<file path="config.mk">
export PLATFORM = sky130hd
export DESIGN_NAME = mpeg_audio_header_finder_core_flat
export DESIGN_NICKNAME = d
export VERILOG_FILES = /design/src/hdl/mahf_pkg.sv /design/src/hdl/mahf_req_if.sv /design/src/hdl/mahf_rsp_if.sv /design/src/hdl/mahf_gather.sv /design/src/hdl/mahf_fifo.sv /design/src/hdl/mahf_decode.sv /design/src/hdl/mpeg_audio_header_finder_core.sv /design/src/flat_wrapper.sv
export VERILOG_INCLUDE_DIRS = /design/src /design/src/hdl
export SDC_FILE = /design/constraint.sdc
export NUM_CORES = 1
export LEC_CHECK = 0
export BUFFER_PORTS_ARGS = -buffer_cell sky130_fd_sc_hd__clkbuf_2
export CAP_MARGIN = 20
export CORE_MARGIN = 1
export CORE_UTILIZATION = 55
export DETAILED_ROUTE_END_ITERATION = 7
export GPL_TIMING_DRIVEN = 0
export PLACE_DENSITY = 0.74
export SLEW_MARGIN = 10
export SYNTH_ARGS = -nofsm -noshare
export SYNTH_HDL_FRONTEND = slang
export SYNTH_HIERARCHICAL = 1
export SYNTH_SLANG_ARGS = --single-unit
</file>
<file path="constraint.sdc">
create_clock -name clock -period 7.1 [get_ports clock]
set_input_delay 1.065 -clock clock [delete_from_list [all_inputs] [get_ports clock]]
set_output_delay 1.065 -clock clock [all_outputs]
set_load 0.05 [all_outputs]
</file>
<file path="src/hdl/assert_macros.svh">
// Assertion macros shared by the RTL.
`ifndef ASSERT_MACROS_SVH
`define ASSERT_MACROS_SVH
`ifndef NO_ASSERTIONS
`define ASSERT_CLK(name, clk, rst, prop) \
   name: assert property (@(posedge clk) disable iff (rst) prop) \
      else $error("assertion failed");
`define ASSERT_NEVER(name, clk, rst, expr) \
   name: assert property (@(posedge clk) disable iff (rst) !(expr)) \
      else $error("assertion failed");
`else
`define ASSERT_CLK(name, clk, rst, prop)
`define ASSERT_NEVER(name, clk, rst, expr)
`endif
`endif

</file>
<file path="src/hdl/mahf_pkg.sv">
package mahf_pkg;

   localparam int FifoDepth = 4;
   localparam int FifoAw    = $clog2(FifoDepth);
   localparam int FifoCntW  = $clog2(FifoDepth + 1);

   localparam int SrW    = 16;
   localparam int BrW    = 9;
   localparam int KW     = 18;
   localparam int QuotW  = 12;
   localparam int NumW   = SrW + QuotW - 1;
   localparam int StepW  = $clog2(QuotW);

   localparam logic [7:0] SyncByte = 8'hFF;

   localparam logic [1:0] VerBitsReserved   = 2'b01;
   localparam logic [1:0] VerBitsMpeg1      = 2'b11;
   localparam logic [1:0] VerBitsMpeg2      = 2'b10;
   localparam logic [1:0] LayerBitsReserved = 2'b00;
   localparam logic [1:0] SrIdxReserved     = 2'b11;

   localparam logic [1:0] VerMpeg1  = 2'd0;
   localparam logic [1:0] VerMpeg2  = 2'd1;
   localparam logic [1:0] VerMpeg25 = 2'd2;

   localparam logic [1:0] LayerI   = 2'd1;
   localparam logic [1:0] LayerII  = 2'd2;
   localparam logic [1:0] LayerIII = 2'd3;

   localparam logic [KW-1:0] KLayerI     = KW'(12000);
   localparam logic [KW-1:0] KLong       = KW'(144000);
   localparam logic [KW-1:0] KShort      = KW'(72000);
   localparam logic [10:0]   SpfLayerI   = 11'd384;
   localparam logic [10:0]   SpfLong     = 11'd1152;
   localparam logic [10:0]   SpfShort    = 11'd576;

   localparam logic [BrW-1:0] BrV1L1 [16] = '{
      9'd0, 9'd32, 9'd64, 9'd96, 9'd128, 9'd160, 9'd192, 9'd224,
      9'd256, 9'd288, 9'd320, 9'd352, 9'd384, 9'd416, 9'd448, 9'd0};
   localparam logic [BrW-1:0] BrV1L2 [16] = '{
      9'd0, 9'd32, 9'd48, 9'd56, 9'd64, 9'd80, 9'd96, 9'd112,
      9'd128, 9'd160, 9'd192, 9'd224, 9'd256, 9'd320, 9'd384, 9'd0};
   localparam logic [BrW-1:0] BrV1L3 [16] = '{
      9'd0, 9'd32, 9'd40, 9'd48, 9'd56, 9'd64, 9'd80, 9'd96,
      9'd112, 9'd128, 9'd160, 9'd192, 9'd224, 9'd256, 9'd320, 9'd0};
   localparam logic [BrW-1:0] BrV2L1 [16] = '{
      9'd0, 9'd32, 9'd48, 9'd56, 9'd64, 9'd80, 9'd96, 9'd112,
      9'd128, 9'd144, 9'd160, 9'd176, 9'd192, 9'd224, 9'd256, 9'd0};
   localparam logic [BrW-1:0] BrV2L23 [16] = '{
      9'd0, 9'd8, 9'd16, 9'd24, 9'd32, 9'd40, 9'd48, 9'd56,
      9'd64, 9'd80, 9'd96, 9'd112, 9'd128, 9'd144, 9'd160, 9'd0};

   localparam logic [SrW-1:0] SrV1 [4]  = '{16'd44100, 16'd48000, 16'd32000, 16'd0};
   localparam logic [SrW-1:0] SrV2 [4]  = '{16'd22050, 16'd24000, 16'd16000, 16'd0};
   localparam logic [SrW-1:0] SrV25 [4] = '{16'd11025, 16'd12000, 16'd8000, 16'd0};

   typedef struct packed {
      logic [7:0] b1;
      logic [7:0] b2;
   } hdr_type;

   typedef struct packed {
      logic    push;
      hdr_type hdr;
   } push_type;

   typedef struct packed {
      logic    avail;
      hdr_type hdr;
   } head_type;

   function automatic logic [BrW-1:0] bitrate_of(input logic [1:0] ver,
                                                 input logic [1:0] layer,
                                                 input logic [3:0] idx);
      logic [BrW-1:0] br;
      br = '0;
      if (ver == VerMpeg1) begin
         case (layer)
            LayerI:   br = BrV1L1[idx];
            LayerII:  br = BrV1L2[idx];
            LayerIII: br = BrV1L3[idx];
            default:  br = '0;
         endcase
      end else begin
         case (layer)
            LayerI:   br = BrV2L1[idx];
            LayerII:  br = BrV2L23[idx];
            LayerIII: br = BrV2L23[idx];
            default:  br = '0;
         endcase
      end
      return br;
   endfunction

   function automatic logic [SrW-1:0] sample_rate_of(input logic [1:0] ver,
                                                     input logic [1:0] idx);
      logic [SrW-1:0] sr;
      sr = '0;
      case (ver)
         VerMpeg1:  sr = SrV1[idx];
         VerMpeg2:  sr = SrV2[idx];
         VerMpeg25: sr = SrV25[idx];
         default:   sr = '0;
      endcase
      return sr;
   endfunction

endpackage

</file>
<file path="src/hdl/mahf_req_if.sv">
interface mahf_req_if;
   logic       valid;
   logic       ready;
   logic [7:0] stream_byte;

   modport source (output valid, output stream_byte, input ready);
   modport sink (input valid, input stream_byte, output ready);
endinterface

</file>
<file path="src/hdl/mahf_rsp_if.sv">
interface mahf_rsp_if;
   logic        valid;
   logic        ready;
   logic [1:0]  version_code;
   logic [1:0]  layer_number;
   logic        has_crc;
   logic [8:0]  bitrate_kbps;
   logic [15:0] sample_rate_hz;
   logic        padded;
   logic [11:0] frame_bytes;
   logic [10:0] samples_per_frame;

   modport source (output valid, output version_code, output layer_number,
                   output has_crc, output bitrate_kbps, output sample_rate_hz,
                   output padded, output frame_bytes, output samples_per_frame,
                   input ready);
   modport sink (input valid, input version_code, input layer_number,
                 input has_crc, input bitrate_kbps, input sample_rate_hz,
                 input padded, input frame_bytes, input samples_per_frame,
                 output ready);
endinterface

</file>
<file path="src/hdl/mahf_gather.sv">
module mahf_gather (
   input  logic              clock,
   input  logic              reset,
   mahf_req_if.sink          req_chan,
   input  logic              fifo_full,
   output mahf_pkg::push_type push_out
);
   import mahf_pkg::*;

   typedef enum logic [3:0] {
      G_HUNT  = 4'b0001,
      G_BYTE1 = 4'b0010,
      G_BYTE2 = 4'b0100,
      G_BYTE3 = 4'b1000
   } gather_state_type;

   gather_state_type state_ff, state_in;
   logic [7:0]       b1_ff, b1_in;
   logic [7:0]       b2_ff, b2_in;
   logic             accept;
   logic             hdr_ok;

   assign req_chan.ready = !fifo_full;
   assign accept         = req_chan.valid && req_chan.ready;

   // Only the first two header bytes carry anything the decoder checks.
   assign hdr_ok = (b1_ff[7:5] == 3'b111) && (b1_ff[4:3] != VerBitsReserved) &&
                   (b1_ff[2:1] != LayerBitsReserved) && (b2_ff[3:2] != SrIdxReserved);

   always_comb begin
      state_in = state_ff;
      b1_in    = b1_ff;
      b2_in    = b2_ff;
      push_out.push = 1'b0;
      push_out.hdr.b1 = b1_ff;
      push_out.hdr.b2 = b2_ff;
      if (accept) begin
         case (state_ff)
            G_HUNT: begin
               if (req_chan.stream_byte == SyncByte) state_in = G_BYTE1;
            end
            G_BYTE1: begin
               b1_in    = req_chan.stream_byte;
               state_in = G_BYTE2;
            end
            G_BYTE2: begin
               b2_in    = req_chan.stream_byte;
               state_in = G_BYTE3;
            end
            G_BYTE3: begin
               push_out.push = hdr_ok;
               state_in      = G_HUNT;
            end
            default: state_in = G_HUNT;
         endcase
      end
   end

   always_ff @(posedge clock) begin
      if (reset) begin
         state_ff <= G_HUNT;
      end else begin
         state_ff <= state_in;
      end
      b1_ff <= b1_in;
      b2_ff <= b2_in;
   end

endmodule

</file>
<file path="src/hdl/mahf_fifo.sv">
`include "assert_macros.svh"

module mahf_fifo (
   input  logic               clock,
   input  logic               reset,
   input  mahf_pkg::push_type push_in,
   input  logic               pop,
   output logic               full,
   output mahf_pkg::head_type head
);
   import mahf_pkg::*;

   hdr_type             mem_ff [FifoDepth];
   logic [FifoAw-1:0]   wr_ptr_ff, wr_ptr_in;
   logic [FifoAw-1:0]   rd_ptr_ff, rd_ptr_in;
   logic [FifoCntW-1:0] count_ff, count_in;

   assign full       = (count_ff == FifoCntW'(FifoDepth));
   assign head.avail = (count_ff != '0);
   assign head.hdr   = mem_ff[rd_ptr_ff];

   always_comb begin
      wr_ptr_in = wr_ptr_ff;
      rd_ptr_in = rd_ptr_ff;
      count_in  = count_ff;
      if (push_in.push) begin
         wr_ptr_in = (wr_ptr_ff == FifoAw'(FifoDepth - 1)) ? '0 : wr_ptr_ff + 1'b1;
      end
      if (pop) begin
         rd_ptr_in = (rd_ptr_ff == FifoAw'(FifoDepth - 1)) ? '0 : rd_ptr_ff + 1'b1;
      end
      if (push_in.push && !pop) begin
         count_in = count_ff + 1'b1;
      end else if (pop && !push_in.push) begin
         count_in = count_ff - 1'b1;
      end
   end

   always_ff @(posedge clock) begin
      if (reset) begin
         wr_ptr_ff <= '0;
         rd_ptr_ff <= '0;
         count_ff  <= '0;
      end else begin
         wr_ptr_ff <= wr_ptr_in;
         rd_ptr_ff <= rd_ptr_in;
         count_ff  <= count_in;
      end
      if (push_in.push) begin
         mem_ff[wr_ptr_ff] <= push_in.hdr;
      end
   end

   `ASSERT_NEVER(fifo_no_overflow, clock, reset, push_in.push && full)
   `ASSERT_NEVER(fifo_no_underflow, clock, reset, pop && !head.avail)

endmodule

</file>
<file path="src/hdl/mahf_decode.sv">
`include "assert_macros.svh"

module mahf_decode (
   input  logic               clock,
   input  logic               reset,
   input  mahf_pkg::head_type head,
   output logic               pop,
   mahf_rsp_if.source         rsp_chan
);
   import mahf_pkg::*;

   typedef enum logic [3:0] {
      S_IDLE = 4'b0001,
      S_MUL  = 4'b0010,
      S_DIV  = 4'b0100,
      S_DONE = 4'b1000
   } dec_state_type;

   dec_state_type   state_ff, state_in;

   logic [1:0]      ver_ff, ver_in;
   logic [1:0]      layer_ff, layer_in;
   logic            crc_ff, crc_in;
   logic [BrW-1:0]  br_ff, br_in;
   logic [SrW-1:0]  sr_ff, sr_in;
   logic            pad_ff, pad_in;
   logic [KW-1:0]   k_ff, k_in;
   logic [10:0]     spf_ff, spf_in;

   logic [NumW-1:0]  rem_ff, rem_in;
   logic [NumW-1:0]  div_ff, div_in;
   logic [QuotW-1:0] quot_ff, quot_in;
   logic [StepW-1:0] step_ff, step_in;

   logic             out_valid_ff, out_valid_in;
   logic [1:0]       o_ver_ff, o_ver_in;
   logic [1:0]       o_layer_ff, o_layer_in;
   logic             o_crc_ff, o_crc_in;
   logic [BrW-1:0]   o_br_ff, o_br_in;
   logic [SrW-1:0]   o_sr_ff, o_sr_in;
   logic             o_pad_ff, o_pad_in;
   logic [11:0]      o_frame_ff, o_frame_in;
   logic [10:0]      o_spf_ff, o_spf_in;

   logic [1:0]       h_ver;
   logic [1:0]       h_layer;
   logic [NumW-1:0]  product;
   logic [QuotW:0]   quot_pad;
   logic [11:0]      frame;
   logic             out_free;

   // Version and layer codes of the header, mapped to their numeric form.
   always_comb begin
      case (head.hdr.b1[4:3])
         VerBitsMpeg1: h_ver = VerMpeg1;
         VerBitsMpeg2: h_ver = VerMpeg2;
         default:      h_ver = VerMpeg25;
      endcase
      h_layer = 2'd0 - head.hdr.b1[2:1];
   end

   assign product  = NumW'(k_ff * br_ff);
   assign quot_pad = {1'b0, quot_ff} + {{QuotW{1'b0}}, pad_ff};
   assign frame    = (layer_ff == LayerI) ? {quot_pad[9:0], 2'b00} : quot_pad[11:0];
   assign out_free = !out_valid_ff || rsp_chan.ready;
   assign pop      = (state_ff == S_IDLE) && head.avail;

   always_comb begin
      state_in  = state_ff;
      ver_in    = ver_ff;
      layer_in  = layer_ff;
      crc_in    = crc_ff;
      br_in     = br_ff;
      sr_in     = sr_ff;
      pad_in    = pad_ff;
      k_in      = k_ff;
      spf_in    = spf_ff;
      rem_in    = rem_ff;
      div_in    = div_ff;
      quot_in   = quot_ff;
      step_in   = step_ff;

      out_valid_in = out_valid_ff && !rsp_chan.ready;
      o_ver_in     = o_ver_ff;
      o_layer_in   = o_layer_ff;
      o_crc_in     = o_crc_ff;
      o_br_in      = o_br_ff;
      o_sr_in      = o_sr_ff;
      o_pad_in     = o_pad_ff;
      o_frame_in   = o_frame_ff;
      o_spf_in     = o_spf_ff;

      case (state_ff)
         S_IDLE: begin
            if (head.avail) begin
               ver_in   = h_ver;
               layer_in = h_layer;
               crc_in   = !head.hdr.b1[0];
               br_in    = bitrate_of(h_ver, h_layer, head.hdr.b2[7:4]);
               sr_in    = sample_rate_of(h_ver, head.hdr.b2[3:2]);
               pad_in   = head.hdr.b2[1];
               if (h_layer == LayerI) begin
                  k_in   = KLayerI;
                  spf_in = SpfLayerI;
               end else if (h_layer == LayerII || h_ver == VerMpeg1) begin
                  k_in   = KLong;
                  spf_in = SpfLong;
               end else begin
                  k_in   = KShort;
                  spf_in = SpfShort;
               end
               state_in = S_MUL;
            end
         end
         S_MUL: begin
            rem_in   = product;
            div_in   = {sr_ff, {(QuotW - 1){1'b0}}};
            quot_in  = '0;
            step_in  = '0;
            state_in = S_DIV;
         end
         S_DIV: begin
            // Restoring division, one quotient bit per cycle, MSB first.
            if (rem_ff >= div_ff) begin
               rem_in  = rem_ff - div_ff;
               quot_in = {quot_ff[QuotW-2:0], 1'b1};
            end else begin
               quot_in = {quot_ff[QuotW-2:0], 1'b0};
            end
            div_in = div_ff >> 1;
            if (step_ff == StepW'(QuotW - 1)) begin
               state_in = S_DONE;
            end else begin
               step_in = step_ff + 1'b1;
            end
         end
         S_DONE: begin
            if (out_free) begin
               out_valid_in = 1'b1;
               o_ver_in     = ver_ff;
               o_layer_in   = layer_ff;
               o_crc_in     = crc_ff;
               o_br_in      = br_ff;
               o_sr_in      = sr_ff;
               o_pad_in     = pad_ff;
               o_frame_in   = frame;
               o_spf_in     = spf_ff;
               state_in     = S_IDLE;
            end
         end
         default: state_in = S_IDLE;
      endcase
   end

   always_ff @(posedge clock) begin
      if (reset) begin
         state_ff     <= S_IDLE;
         out_valid_ff <= 1'b0;
      end else begin
         state_ff     <= state_in;
         out_valid_ff <= out_valid_in;
      end
      ver_ff     <= ver_in;
      layer_ff   <= layer_in;
      crc_ff     <= crc_in;
      br_ff      <= br_in;
      sr_ff      <= sr_in;
      pad_ff     <= pad_in;
      k_ff       <= k_in;
      spf_ff     <= spf_in;
      rem_ff     <= rem_in;
      div_ff     <= div_in;
      quot_ff    <= quot_in;
      step_ff    <= step_in;
      o_ver_ff   <= o_ver_in;
      o_layer_ff <= o_layer_in;
      o_crc_ff   <= o_crc_in;
      o_br_ff    <= o_br_in;
      o_sr_ff    <= o_sr_in;
      o_pad_ff   <= o_pad_in;
      o_frame_ff <= o_frame_in;
      o_spf_ff   <= o_spf_in;
   end

   assign rsp_chan.valid             = out_valid_ff;
   assign rsp_chan.version_code      = o_ver_ff;
   assign rsp_chan.layer_number      = o_layer_ff;
   assign rsp_chan.has_crc           = o_crc_ff;
   assign rsp_chan.bitrate_kbps      = o_br_ff;
   assign rsp_chan.sample_rate_hz    = o_sr_ff;
   assign rsp_chan.padded            = o_pad_ff;
   assign rsp_chan.frame_bytes       = o_frame_ff;
   assign rsp_chan.samples_per_frame = o_spf_ff;

   `ASSERT_CLK(dec_rem_below_divisor, clock, reset,
      (state_ff == S_DONE) |-> (rem_ff < {{(QuotW - 1){1'b0}}, sr_ff}))
   `ASSERT_CLK(dec_result_from_done, clock, reset,
      $rose(out_valid_ff) |-> $past(state_ff == S_DONE))

endmodule

</file>
<file path="src/hdl/mpeg_audio_header_finder_core.sv">
// MPEG audio frame header finder.
// req_chan carries the raw stream, one byte per word. The block hunts for a
// 0xFF byte, takes the three bytes after it and checks the rest of the sync,
// version, layer and sample-rate index. A good header gives one word on
// rsp_chan with version, layer, CRC flag, bitrate, sample rate, padding bit,
// frame length in bytes and samples per frame; a bad one gives nothing.
// Either way, hunting resumes with the byte after the candidate's four bytes.
// Input bytes are taken one per cycle while the four-entry header queue has
// room. Each queued header goes in turn through the decoder: table lookup, the
// bitrate multiply, the restoring divider that forms the frame length one
// quotient bit per cycle, and the load of the output register. When rsp_chan
// is stalled the result waits in its output register, the next header
// finishes behind it and the queue keeps filling; req_chan.ready drops only
// when the queue is full.
// Reset returns the finder to hunting and empties the queue and output.
module mpeg_audio_header_finder_core (
   input logic        clock,
   input logic        reset,
   mahf_req_if.sink   req_chan,
   mahf_rsp_if.source rsp_chan
);
   import mahf_pkg::*;

   push_type push;
   head_type head;
   logic     fifo_full;
   logic     pop;

   mahf_gather u_gather (
      .clock    (clock),
      .reset    (reset),
      .req_chan (req_chan),
      .fifo_full(fifo_full),
      .push_out (push)
   );

   mahf_fifo u_fifo (
      .clock  (clock),
      .reset  (reset),
      .push_in(push),
      .pop    (pop),
      .full   (fifo_full),
      .head   (head)
   );

   mahf_decode u_decode (
      .clock   (clock),
      .reset   (reset),
      .head    (head),
      .pop     (pop),
      .rsp_chan(rsp_chan)
   );

endmodule
</file>
<file path="src/flat_wrapper.sv">
// flat-port wrapper written by rule: the top's interface ports become plain ports
module mpeg_audio_header_finder_core_flat import mahf_pkg::*;
  (clock, reset, req_chan_valid, req_chan_stream_byte, req_chan_ready, rsp_chan_valid, rsp_chan_version_code, rsp_chan_layer_number, rsp_chan_has_crc, rsp_chan_bitrate_kbps, rsp_chan_sample_rate_hz, rsp_chan_padded, rsp_chan_frame_bytes, rsp_chan_samples_per_frame, rsp_chan_ready);
  mahf_req_if req_chan_i ();
  mahf_rsp_if rsp_chan_i ();
  input logic clock;
  input logic reset;
  input wire logic [$bits(req_chan_i.valid)-1:0] req_chan_valid;
  input wire logic [$bits(req_chan_i.stream_byte)-1:0] req_chan_stream_byte;
  output wire logic [$bits(req_chan_i.ready)-1:0] req_chan_ready;
  output wire logic [$bits(rsp_chan_i.valid)-1:0] rsp_chan_valid;
  output wire logic [$bits(rsp_chan_i.version_code)-1:0] rsp_chan_version_code;
  output wire logic [$bits(rsp_chan_i.layer_number)-1:0] rsp_chan_layer_number;
  output wire logic [$bits(rsp_chan_i.has_crc)-1:0] rsp_chan_has_crc;
  output wire logic [$bits(rsp_chan_i.bitrate_kbps)-1:0] rsp_chan_bitrate_kbps;
  output wire logic [$bits(rsp_chan_i.sample_rate_hz)-1:0] rsp_chan_sample_rate_hz;
  output wire logic [$bits(rsp_chan_i.padded)-1:0] rsp_chan_padded;
  output wire logic [$bits(rsp_chan_i.frame_bytes)-1:0] rsp_chan_frame_bytes;
  output wire logic [$bits(rsp_chan_i.samples_per_frame)-1:0] rsp_chan_samples_per_frame;
  input wire logic [$bits(rsp_chan_i.ready)-1:0] rsp_chan_ready;
  assign req_chan_i.valid = req_chan_valid;
  assign req_chan_i.stream_byte = req_chan_stream_byte;
  assign req_chan_ready = req_chan_i.ready;
  assign rsp_chan_valid = rsp_chan_i.valid;
  assign rsp_chan_version_code = rsp_chan_i.version_code;
  assign rsp_chan_layer_number = rsp_chan_i.layer_number;
  assign rsp_chan_has_crc = rsp_chan_i.has_crc;
  assign rsp_chan_bitrate_kbps = rsp_chan_i.bitrate_kbps;
  assign rsp_chan_sample_rate_hz = rsp_chan_i.sample_rate_hz;
  assign rsp_chan_padded = rsp_chan_i.padded;
  assign rsp_chan_frame_bytes = rsp_chan_i.frame_bytes;
  assign rsp_chan_samples_per_frame = rsp_chan_i.samples_per_frame;
  assign rsp_chan_i.ready = rsp_chan_ready;
  mpeg_audio_header_finder_core u_core (.clock(clock), .reset(reset), .req_chan(req_chan_i), .rsp_chan(rsp_chan_i));
endmodule
</file>
==> results of run 1 <==
placed cells by master, fill, tap and decap left out, types with 22 or more instances in the layout:
| cell type | count |
|---|---|
| a21oi_1 | 63 |
| and2_1 | 50 |
| clkbuf_1 | 32 |
| clkbuf_16 | 25 |
| clkbuf_2 | 57 |
| edfxtp_1 | 207 |
| fa_1 | 30 |
| ha_1 | 100 |
| inv_1 | 82 |
| nand2_1 | 113 |
| nor2_1 | 75 |
| o21ai_0 | 71 |
| xnor2_1 | 25 |
| xor2_1 | 22 |
metal layers:
metal  up-vias  GRT usage (%)  share of wire [%]
met2       329           37.7                 46
li1       4272              -                  -
met3        41           4.23                7.0
met5         -              0                  0
met4         0           6.16                1.9
met1      4259           31.6                 45
how the worst max path moves through the flow:
stage	startpoint	endpoint	cells after the start
after global placement	u_core/u_decode/rem_ff[19]	u_core/u_decode/rem_ff[10]	8
after CTS	u_core/u_decode/k_ff[10]	u_core/u_decode/rem_ff[26]	15
after global routing	u_core/u_decode/k_ff[10]	u_core/u_decode/rem_ff[26]	15
final	u_core/u_decode/k_ff[10]	u_core/u_decode/rem_ff[26]	15
after floorplan	u_core/u_decode/br_ff[8]	u_core/u_decode/rem_ff[26]	15
after detailed placement	u_core/u_decode/k_ff[10]	u_core/u_decode/rem_ff[26]	15
through the flow:
step	utilization (%)	setup WS (ns)	hold slack, ns	cells	area (µm²)
final	64.0	2.23	0.416	1556	14600
after global routing	64.0	1.93	0.436	1556	14600
after CTS	64.0	2.20	0.418	1556	14600
after detailed placement	60.4	2.22	0.407	1512	13800
after global placement	59.8	1.47	0.404	1508	13700
after floorplan	-	2.62	0.400	1138	13000
worst register-to-register path, cell delays in order (launching register included):
cell	delay, ns
edfxtp_1	0.55
and2_1	0.26
inv_1	0.10
fa_1	0.45
fa_1	0.55
inv_1	0.06
fa_1	0.47
ha_1	0.35
fa_1	0.50
a211oi_1	0.26
nor2_1	0.12
o21ai_2	0.20
o21ai_2	0.10
a221oi_1	0.32
xnor2_1	0.13
a32o_1	0.20
state kept, by name (all words and copies together), names as in the netlist, 3 cells and up, named ones only:
register,count
u_core/u_gather/state_ff,4
u_core/u_decode/rsp_chan.sample_rate_hz,14
u_core/u_decode/state_ff,4
u_core/u_decode/quot_ff,12
u_core/u_fifo/mem_ff,48
u_core/u_decode/rem_ff,27
u_core/u_gather/b1_ff,8
u_core/u_decode/rsp_chan.bitrate_kbps,6
u_core/u_gather/b2_ff,7
u_core/u_decode/rsp_chan.samples_per_frame,4
u_core/u_decode/rsp_chan.frame_bytes,12
u_core/u_fifo/count_ff,3
u_core/u_decode/sr_ff,14
u_core/u_decode/div_ff,27
u_core/u_decode/br_ff,6
u_core/u_decode/step_ff,4
u_core/u_decode/k_ff,5
area by class of cell:
type                    count  area, µm²
multi-input cells         783       5880
flip-flops and latches    225       6580
fillers                  1832       8230
repair buffers             61        380
inverters                  83        312
clock inverters             8       97.6
clock buffers              36        727
plain buffers              47        251
well taps                 313        392
==> run_results.csv, run 1 <==
group,metric,value,unit
setup_path,endpoint_kind,"flip-flop",
drt,drt_first_iter_violations,691,
drt,ant_nets,0,
global_routing,grt_max_degree,36,
die,die_h,155,µm
timing,fin_tns_setup,0,ns
job,maxCapViolations,0,
setup_path,critical-path-max-stage-delay,0.55,ns
setup_path,worstPathBufferInverterCount,2,
cts,clk_latency,0.53,ns
timing,fin_skew,0.0172,ns
synthesis,synth_area,13000,µm²
finish,fin_nets,1367,
placed_design,dpl.hpwl,20.2,mm
die,initial_utilization,56.7,%
timing,post-route-period-util,68.6,%
timing,relSlewSlack,39.6,%
drt,vias_per_cell,5.72,
global_routing,grt_overflow_total,0,
worst_hold_path,hold_path_end,"u_core/u_decode/rsp_chan.version_code[1]",
drt,routed_wl,27.5,mm
setup_path,cp_data_arrival_time,5.15,ns
die,die_w,155,µm
timing,tightestPinTransition,0.898,ns
worst_hold_path,hold_start,"u_core/u_decode/ver_ff[1]",
setup_path,crit_chain,"and2_1 > inv_1 > fa_1 > fa_1 > inv_1 > fa_1 > ha_1 > fa_1 > a211oi_1 > nor2_1 > o21ai_2 > o21ai_2 > a221oi_1 > xnor2_1 > a32o_1",
synthesis,syn_area_per_cell,11.5,µm²
cts,cts_htree_levels,1,
die,core,22800,µm²
setup_path,timing_worst_setup_path_type,"flip-flop to flip-flop",
cts,postCtsSetupBuffers,0,
setup_path,r2r-end,"u_core/u_decode/rem_ff[26]",
setup_path,cp-start-kind,"flip-flop",
placed_design,place_congestion,0.939,
setup_path,crit_top_cell,"fa_1",
cts,holdBufCountCts,0,
worst_hold_path,hp-class,"flip-flop to flip-flop",
drt,detail_route.wl_per_cell,17.6,µm
run_status,status,"finished clean",
timing,rsz0062_at_grt,"false",
synthesis,synth_cells,1129,
setup_path,r2r-start,"u_core/u_decode/k_ff[10]",
timing,finalMaxSlewViolations,0,
global_routing,grt_pass1_wl,43.6,mm
cts,clkSinkCount,225,
die,ioPinCount,68,
worst_hold_path,hold_depth,0,
timing,hold_violations,0,
global_routing,antenna_found_initial,0,
setup_path,r2r_cells,15,
cts,cts_buffers,24,
die,num_rows,55,
finish,antennaDiodeCount,0,
cts,ctsLongestPathBuffers,3,
global_routing,grt_usage,23.0,%
setup_path,cp_top_family,"adder cells",
cts,clkSlewWorstSetupHoldPaths,0.06,ns
finish,drive_gt1_share,11.5,%
timing,setup_violations,0,
placed_design,numPortBuffers,57,
cts,cts_resized,0,
drt,drt-pass1-iter-count,5,
die,die_area,24200,µm²
setup_path,reg2reg_slack,2.23,ns
cts,cts_tree,"built",
setup_path,cp_slowest_cell,"edfxtp_1",
timing,fmax,0.205,GHz
timing,min_period,4.87,ns
setup_path,cp_data_required_time,7.38,ns
cts,root_buffer,"clkbuf_16",
finish,syn2layout_area_growth,12.8,%
drt,vias,8901,
drt,drc_errors,0,
global_routing,grt_pass1_vias,8644,
synthesis,ys_warn_count,6,
setup_path,worstPathMaxFanout,7,
Power of run 1 is not shown: default switching activity piles up to over one toggle a cycle in this logic, so the estimate is an artifact.
==> run 2, diff against run 1 <==
==> constraint.sdc (replaced) <==
create_clock -name clock -period 4.7 [get_ports clock]
set_input_delay 0.705 -clock clock [delete_from_list [all_inputs] [get_ports clock]]
set_output_delay 0.705 -clock clock [all_outputs]
set_load 0.05 [all_outputs]
==> run 2 against run 1 <==
Clock-buffer cell count stayed put. Global-route usage is 0.17 points higher. Flip-flop and latch count stayed put. First-iteration DRC count is 3.3% higher. Critical endpoint unchanged. Final cell count is 0.64% higher. Setup slack worse by 2.0 ns. Register-to-register slack worse by 2.0 ns. Fmax is 8.1% higher. Die area stayed put. Critical path type unchanged. Sequential share of layout area is 0.41 points lower. Critical path depth is 1 lower.
==> run_results.csv, run 2 (synthesis gave the netlist of run 1 again) <==
group,metric,value,unit
run_status,status,"finished clean",
drt,routed_wl,27.7,mm
timing,relSlewSlack,38.7,%
placed_design,dp_cells,1512,
setup_path,cp_slowest_cell,"fa_1",
setup_path,cp_data_required_time,4.98,ns
global_routing,grt_overflow_total,0,
drt,vias,8935,
timing,fin_hold_ws,0.378,ns
finish,top_register,"u_core/u_fifo/mem_ff",
timing,hold_violations,0,
global_routing,grt_pass1_vias,8678,
setup_path,cp-start-kind,"flip-flop",
setup_path,critical-path-max-stage-delay,0.57,ns
drt,routedLengthMet1,12.5,mm
setup_path,crit_top_cell,"fa_1",
finish,layout_commonest_cell,"edfxtp_1",
placed_design,numPortBuffers,57,
die,die_area,24200,µm²
timing,finalMaxSlewViolations,0,
finish,nFillCells,1823,
timing,fin_skew,0.0155,ns
finish,largest_registers,"u_core/u_fifo/mem_ff (48), u_core/u_decode/div_ff (27), u_core/u_decode/rem_ff (27)",
job,maxCapViolations,0,
global_routing,grt_max_degree,36,
drt,routed-wl-met2,13.0,mm
drt,ant_nets,0,
placed_design,dpl.hpwl,20.2,mm
finish,final_cell_mix,"edfxtp_1, nand2_1, ha_1",
drt,detail_route.wl_per_cell,17.7,µm
global_routing,antenna_found_initial,0,
finish,antennaDiodeCount,0,
finish,fin_nets,1377,
placed_design,place_congestion,0.939,
timing,min_period,4.50,ns
cts,root_buffer,"clkbuf_16",
global_routing,grt_usage,23.2,%
setup_path,worstPathBufferInverterCount,1,
cts,clk_latency,0.52,ns
setup_path,cp_top_family,"adder cells",
drt,met3_length,1.72,mm
setup_path,cp_data_arrival_time,4.78,ns
drt,drt_first_iter_violations,714,
finish,seq_area,6580,µm²
timing,post-route-period-util,95.8,%
setup_path,worstPathMaxFanout,5,
finish,largest_reg_flops,48,
finish,multi_input_area,5940,µm²
die,die_w,155,µm
drt,drt-pass1-iter-count,5,
drt,highest_layer,"met4",
die,num_rows,55,
setup_path,timing_worst_setup_path_type,"flip-flop to flip-flop",
timing,fmax,0.222,GHz
cts,cts_buffers,24,
drt,vias_per_cell,5.71,
global_routing,grt_pass1_wl,44.0,mm
worst_hold_path,hp-class,"input port to flip-flop",
die,ioPinCount,68,
cts,cts_htree_levels,1,
cts,clkSinkCount,225,
drt,drc_errors,0,
cts,ctsLongestPathBuffers,3,
timing,rsz0062_at_grt,"false",
cts,cts_tree,"built",
setup_path,reg2reg_slack,0.20,ns
finish,utilization,64.6,%
setup_path,endpoint_kind,"flip-flop",
die,initial_utilization,56.7,%
finish,final_cells,1566,
die,core,22800,µm²
finish,drive_gt1_share,13.2,%
finish,syn2layout_area_growth,13.8,%
cts,clkSlewWorstSetupHoldPaths,0.06,ns
timing,tightestPinTransition,0.912,ns
timing,setup_violations,0,
setup_path,crit_chain,"buf_4 > and2_1 > fa_1 > fa_1 > fa_1 > ha_1 > ha_4 > a211oi_2 > nor2_2 > o21ai_2 > o21ai_2 > a221oi_2 > xnor2_1 > a32o_1",
die,die_h,155,µm
==> run 2: stage by stage <==
step / setup slack, ns / cell area [µm²] / setup TNS [ns]
after floorplan: 0.220 / 13000 / 0
after global placement: -0.926 / 13700 / -25.18
after detailed placement: -0.176 / 13800 / -0.229
after CTS: 0.0364 / 14700 / 0
after global routing: 0.00199 / 14800 / 0
final: 0.197 / 14800 / 0
==> run 2: worst paths after layout <==
path | end | depth (start not counted) | start
worst max-delay path | u_core/u_decode/rem_ff[26] | 14 | u_core/u_decode/k_ff[10]
worst min-delay path | u_core/u_gather/b1_ff[0] | 1 | req_chan_stream_byte[0]
worst max register to register | u_core/u_decode/rem_ff[26] | 14 | u_core/u_decode/k_ff[10]
worst min register to register | u_core/u_decode/rsp_chan.version_code[1] | 0 | u_core/u_decode/ver_ff[1]
==> run 2: timing repair <==
action                                  4_1_cts  5_1_grt
endpoints found under the hold margin         0        0
hold buffers                                  0        0
buffers inserted                              9        1
pin swaps                                     0        2
resized for setup                             2       11
endpoints found under the setup margin        2        6
==> run 2: layer usage <==
metal | GRT usage [%] | vias up
li1 | - | 4293
met1 | 32.2 | 4290
met2 | 38.1 | 311
met3 | 3.54 | 41
met4 | 6.40 | 0
met5 | 0 | -
==> run 2: layout make-up <==
cell class                      instances  area share, %
Sequential cell                       225           44.6
Multi-Input combinational cell        783           40.3
Clock buffer                           36           4.93
Timing Repair Buffer                   71           3.09
Tap cell                              313           2.66
Inverter                               83           2.11
Buffer                                 47           1.70
Clock inverter                          8          0.662
Power of run 2 is left out for the same reason.
==> run 3, diff against run 2 <==
--- a/config.mk
+++ b/config.mk
@@ -8,11 +8,13 @@
 export LEC_CHECK = 0
 export BUFFER_PORTS_ARGS = -buffer_cell sky130_fd_sc_hd__clkbuf_2
 export CAP_MARGIN = 20
+export CELL_PAD_IN_SITES_DETAIL_PLACEMENT = 0
+export CELL_PAD_IN_SITES_GLOBAL_PLACEMENT = 1
 export CORE_MARGIN = 1
-export CORE_UTILIZATION = 55
+export CORE_UTILIZATION = 51
 export DETAILED_ROUTE_END_ITERATION = 7
 export GPL_TIMING_DRIVEN = 0
-export PLACE_DENSITY = 0.74
+export PLACE_DENSITY = 0.82
 export SLEW_MARGIN = 10
 export SYNTH_ARGS = -nofsm -noshare
 export SYNTH_HDL_FRONTEND = slang
==> run 3 against run 2 <==
Sequential share of layout area is 0.079 points lower. Core utilization decreased by 4.5 points. Flip-flop and latch count stayed put. Register-to-register slack got worse by 0.06 ns. Global-route usage shrank 1.7 points. Setup slack got worse by 0.061 ns. Critical endpoint is now u_core/u_decode/rem_ff[24]. Design area grew 0.18%. Via count decreased by 0.73%. Highest routed layer unchanged. Non-clock buffer count up 4.
==> run_results.csv, run 3 (synthesis gave the netlist of run 1 again) <==
group,metric,value,unit
setup_path,worstPathMaxFanout,5,
setup_path,critical-path-max-stage-delay,0.58,ns
cts,cts_tree,"built",
finish,fin_nets,1382,
global_routing,antenna_found_initial,0,
finish,design_area,14800,µm²
die,die_w,161,µm
die,die_h,161,µm
cts,clkSinkCount,225,
worst_hold_path,hold_start,"req_chan_stream_byte[0]",
setup_path,cp-start-kind,"flip-flop",
finish,layout_commonest_cell,"edfxtp_1",
global_routing,grt_usage,21.5,%
setup_path,cp_data_required_time,4.95,ns
timing,fin_skew,0.0285,ns
job,maxCapViolations,0,
timing,hold_violations,0,
drt,routed_wl,27.9,mm
placed_design,numPortBuffers,57,
setup_path,r2r-start,"u_core/u_decode/k_ff[10]",
drt,drc_errors,0,
placed_design,dpl_worst_slack,-0.217,ns
cts,clk_latency,0.54,ns
timing,worst_slack,0.136,ns
timing,relSlewSlack,36.7,%
setup_path,cp_slowest_cell,"fa_1",
timing,min_period,4.56,ns
timing,post-route-period-util,97.1,%
finish,syn2layout_area_growth,14.0,%
timing,finalMaxSlewViolations,0,
cts,ctsLongestPathBuffers,3,
drt,vias,8870,
finish,top_register,"u_core/u_fifo/mem_ff",
cts,cts_htree_levels,1,
cts,holdBufCountCts,0,
timing,tightestPinTransition,0.941,ns
die,core,24600,µm²
setup_path,worstPathBufferInverterCount,1,
finish,nFillCells,2044,
global_routing,grt_pass1_vias,8656,
run_status,status,"finished clean",
die,ioPinCount,68,
finish,drive_gt1_share,13.6,%
drt,vias_per_cell,5.60,
setup_path,timing_worst_setup_path_type,"flip-flop to flip-flop",
worst_hold_path,hp-class,"input port to flip-flop",
cts,clkSlewWorstSetupHoldPaths,0.06,ns
global_routing,grt_max_degree,33,
finish,final_cell_mix,"edfxtp_1, nand2_1, ha_1",
cts,cts_buffers,25,
timing,fmax,0.219,GHz
drt,drt-pass1-iter-count,8,
placed_design,dpl.hpwl,20.3,mm
finish,antennaDiodeCount,0,
setup_path,endpoint_kind,"flip-flop",
setup_path,crit_top_cell,"fa_1",
setup_path,crit_chain,"buf_4 > and2_1 > fa_1 > fa_1 > fa_1 > ha_1 > ha_4 > a211oi_2 > nor2_2 > o21ai_2 > o21ai_2 > a31oi_1 > xor2_1 > mux2i_1",
die,die_area,26000,µm²
setup_path,cp_top_family,"adder cells",
global_routing,grt_overflow_total,0,
global_routing,grt_pass1_wl,44.6,mm
placed_design,placed_cell_area,13800,µm²
cts,root_buffer,"clkbuf_16",
placed_design,place_congestion,0.918,
drt,ant_nets,0,
die,initial_utilization,52.7,%
die,num_rows,57,
finish,largest_reg_flops,48,
drt,drt_first_iter_violations,668,
finish,largest_registers,"u_core/u_fifo/mem_ff (48), u_core/u_decode/div_ff (27), u_core/u_decode/rem_ff (27)",
timing,setup_violations,0,
setup_path,cp_data_arrival_time,4.82,ns
setup_path,crit_start,"u_core/u_decode/k_ff[10]",
drt,detail_route.wl_per_cell,17.6,µm
-- run 3: changes by cell type in the layout (fill, tap and decap cells not counted), moves of 2 or more --
cell,change
clkinv_2,+5
clkbuf_8,-6
clkinvlp_4,+2
buf_4,+4
inv_6,+3
and2_4,+2
clkbuf_1,-3
-- run 3: what timing repair did --
item	in CTS	in global routing
gates resized for setup	2	10
buffers inserted	8	6
pin swaps	2	6
setup endpoints to repair	3	5
-- run 3: cell type report --
cell class / instances / area, µm² / area share [%]
multi-input combinational: 783 / 5930 / 40.1
tap: 324 / 405 / 2.74
timing repair buffer: 75 / 485 / 3.29
inverter: 83 / 312 / 2.11
buffer: 47 / 251 / 1.70
clock buffer: 27 / 633 / 4.28
sequential: 225 / 6580 / 44.5
clock inverter: 19 / 181 / 1.23
-- run 3: worst paths after layout --
check / endpoint / slack [ns] / depth (start not counted)
worst min-delay path: u_core/u_gather/b1_ff[0] / 0.40 / 1
worst max-delay path: u_core/u_decode/rem_ff[24] / 0.14 / 14
worst min register to register: u_core/u_decode/rsp_chan.has_crc / 0.41 / 0
worst max register to register: u_core/u_decode/rem_ff[24] / 0.14 / 14
-- run 3: per-layer routing --
layer  global-route usage, %  vias up  share of wire (%)  routed length, µm
li1                        -     4298                  -                  -
met5                       0        -                  0                  0
met4                    5.27        0                2.2                616
met3                    2.65       42                5.4               1500
met2                    35.2      270                 46              12900
met1                    30.7     4260                 46              12900
-- run 3: worst reg2reg max path, cell delays in order, from the launching register on --
cell and delay (ns):
edfxtp_1 0.50, buf_4 0.21, and2_1 0.18, fa_1 0.58, fa_1 0.46, fa_1 0.54
ha_1 0.36, ha_4 0.28, a211oi_2 0.25, nor2_2 0.09, o21ai_2 0.18, o21ai_2 0.10
a31oi_1 0.21, xor2_1 0.24, mux2i_1 0.14
-- run 3: stage by stage --
step / util [%] / TNS, ns / hold WS, ns / cells
after floorplan: - / 0 / 0.400 / 1138
after global placement: 55.6 / -26.01 / 0.401 / 1519
after detailed placement: 56.1 / -0.361 / 0.414 / 1523
after CTS: 59.7 / 0 / 0.384 / 1577
after global routing: 60.1 / -0.0684 / 0.395 / 1583
final: 60.1 / 0 / 0.400 / 1583
Power of run 3 is left out for the same reason.
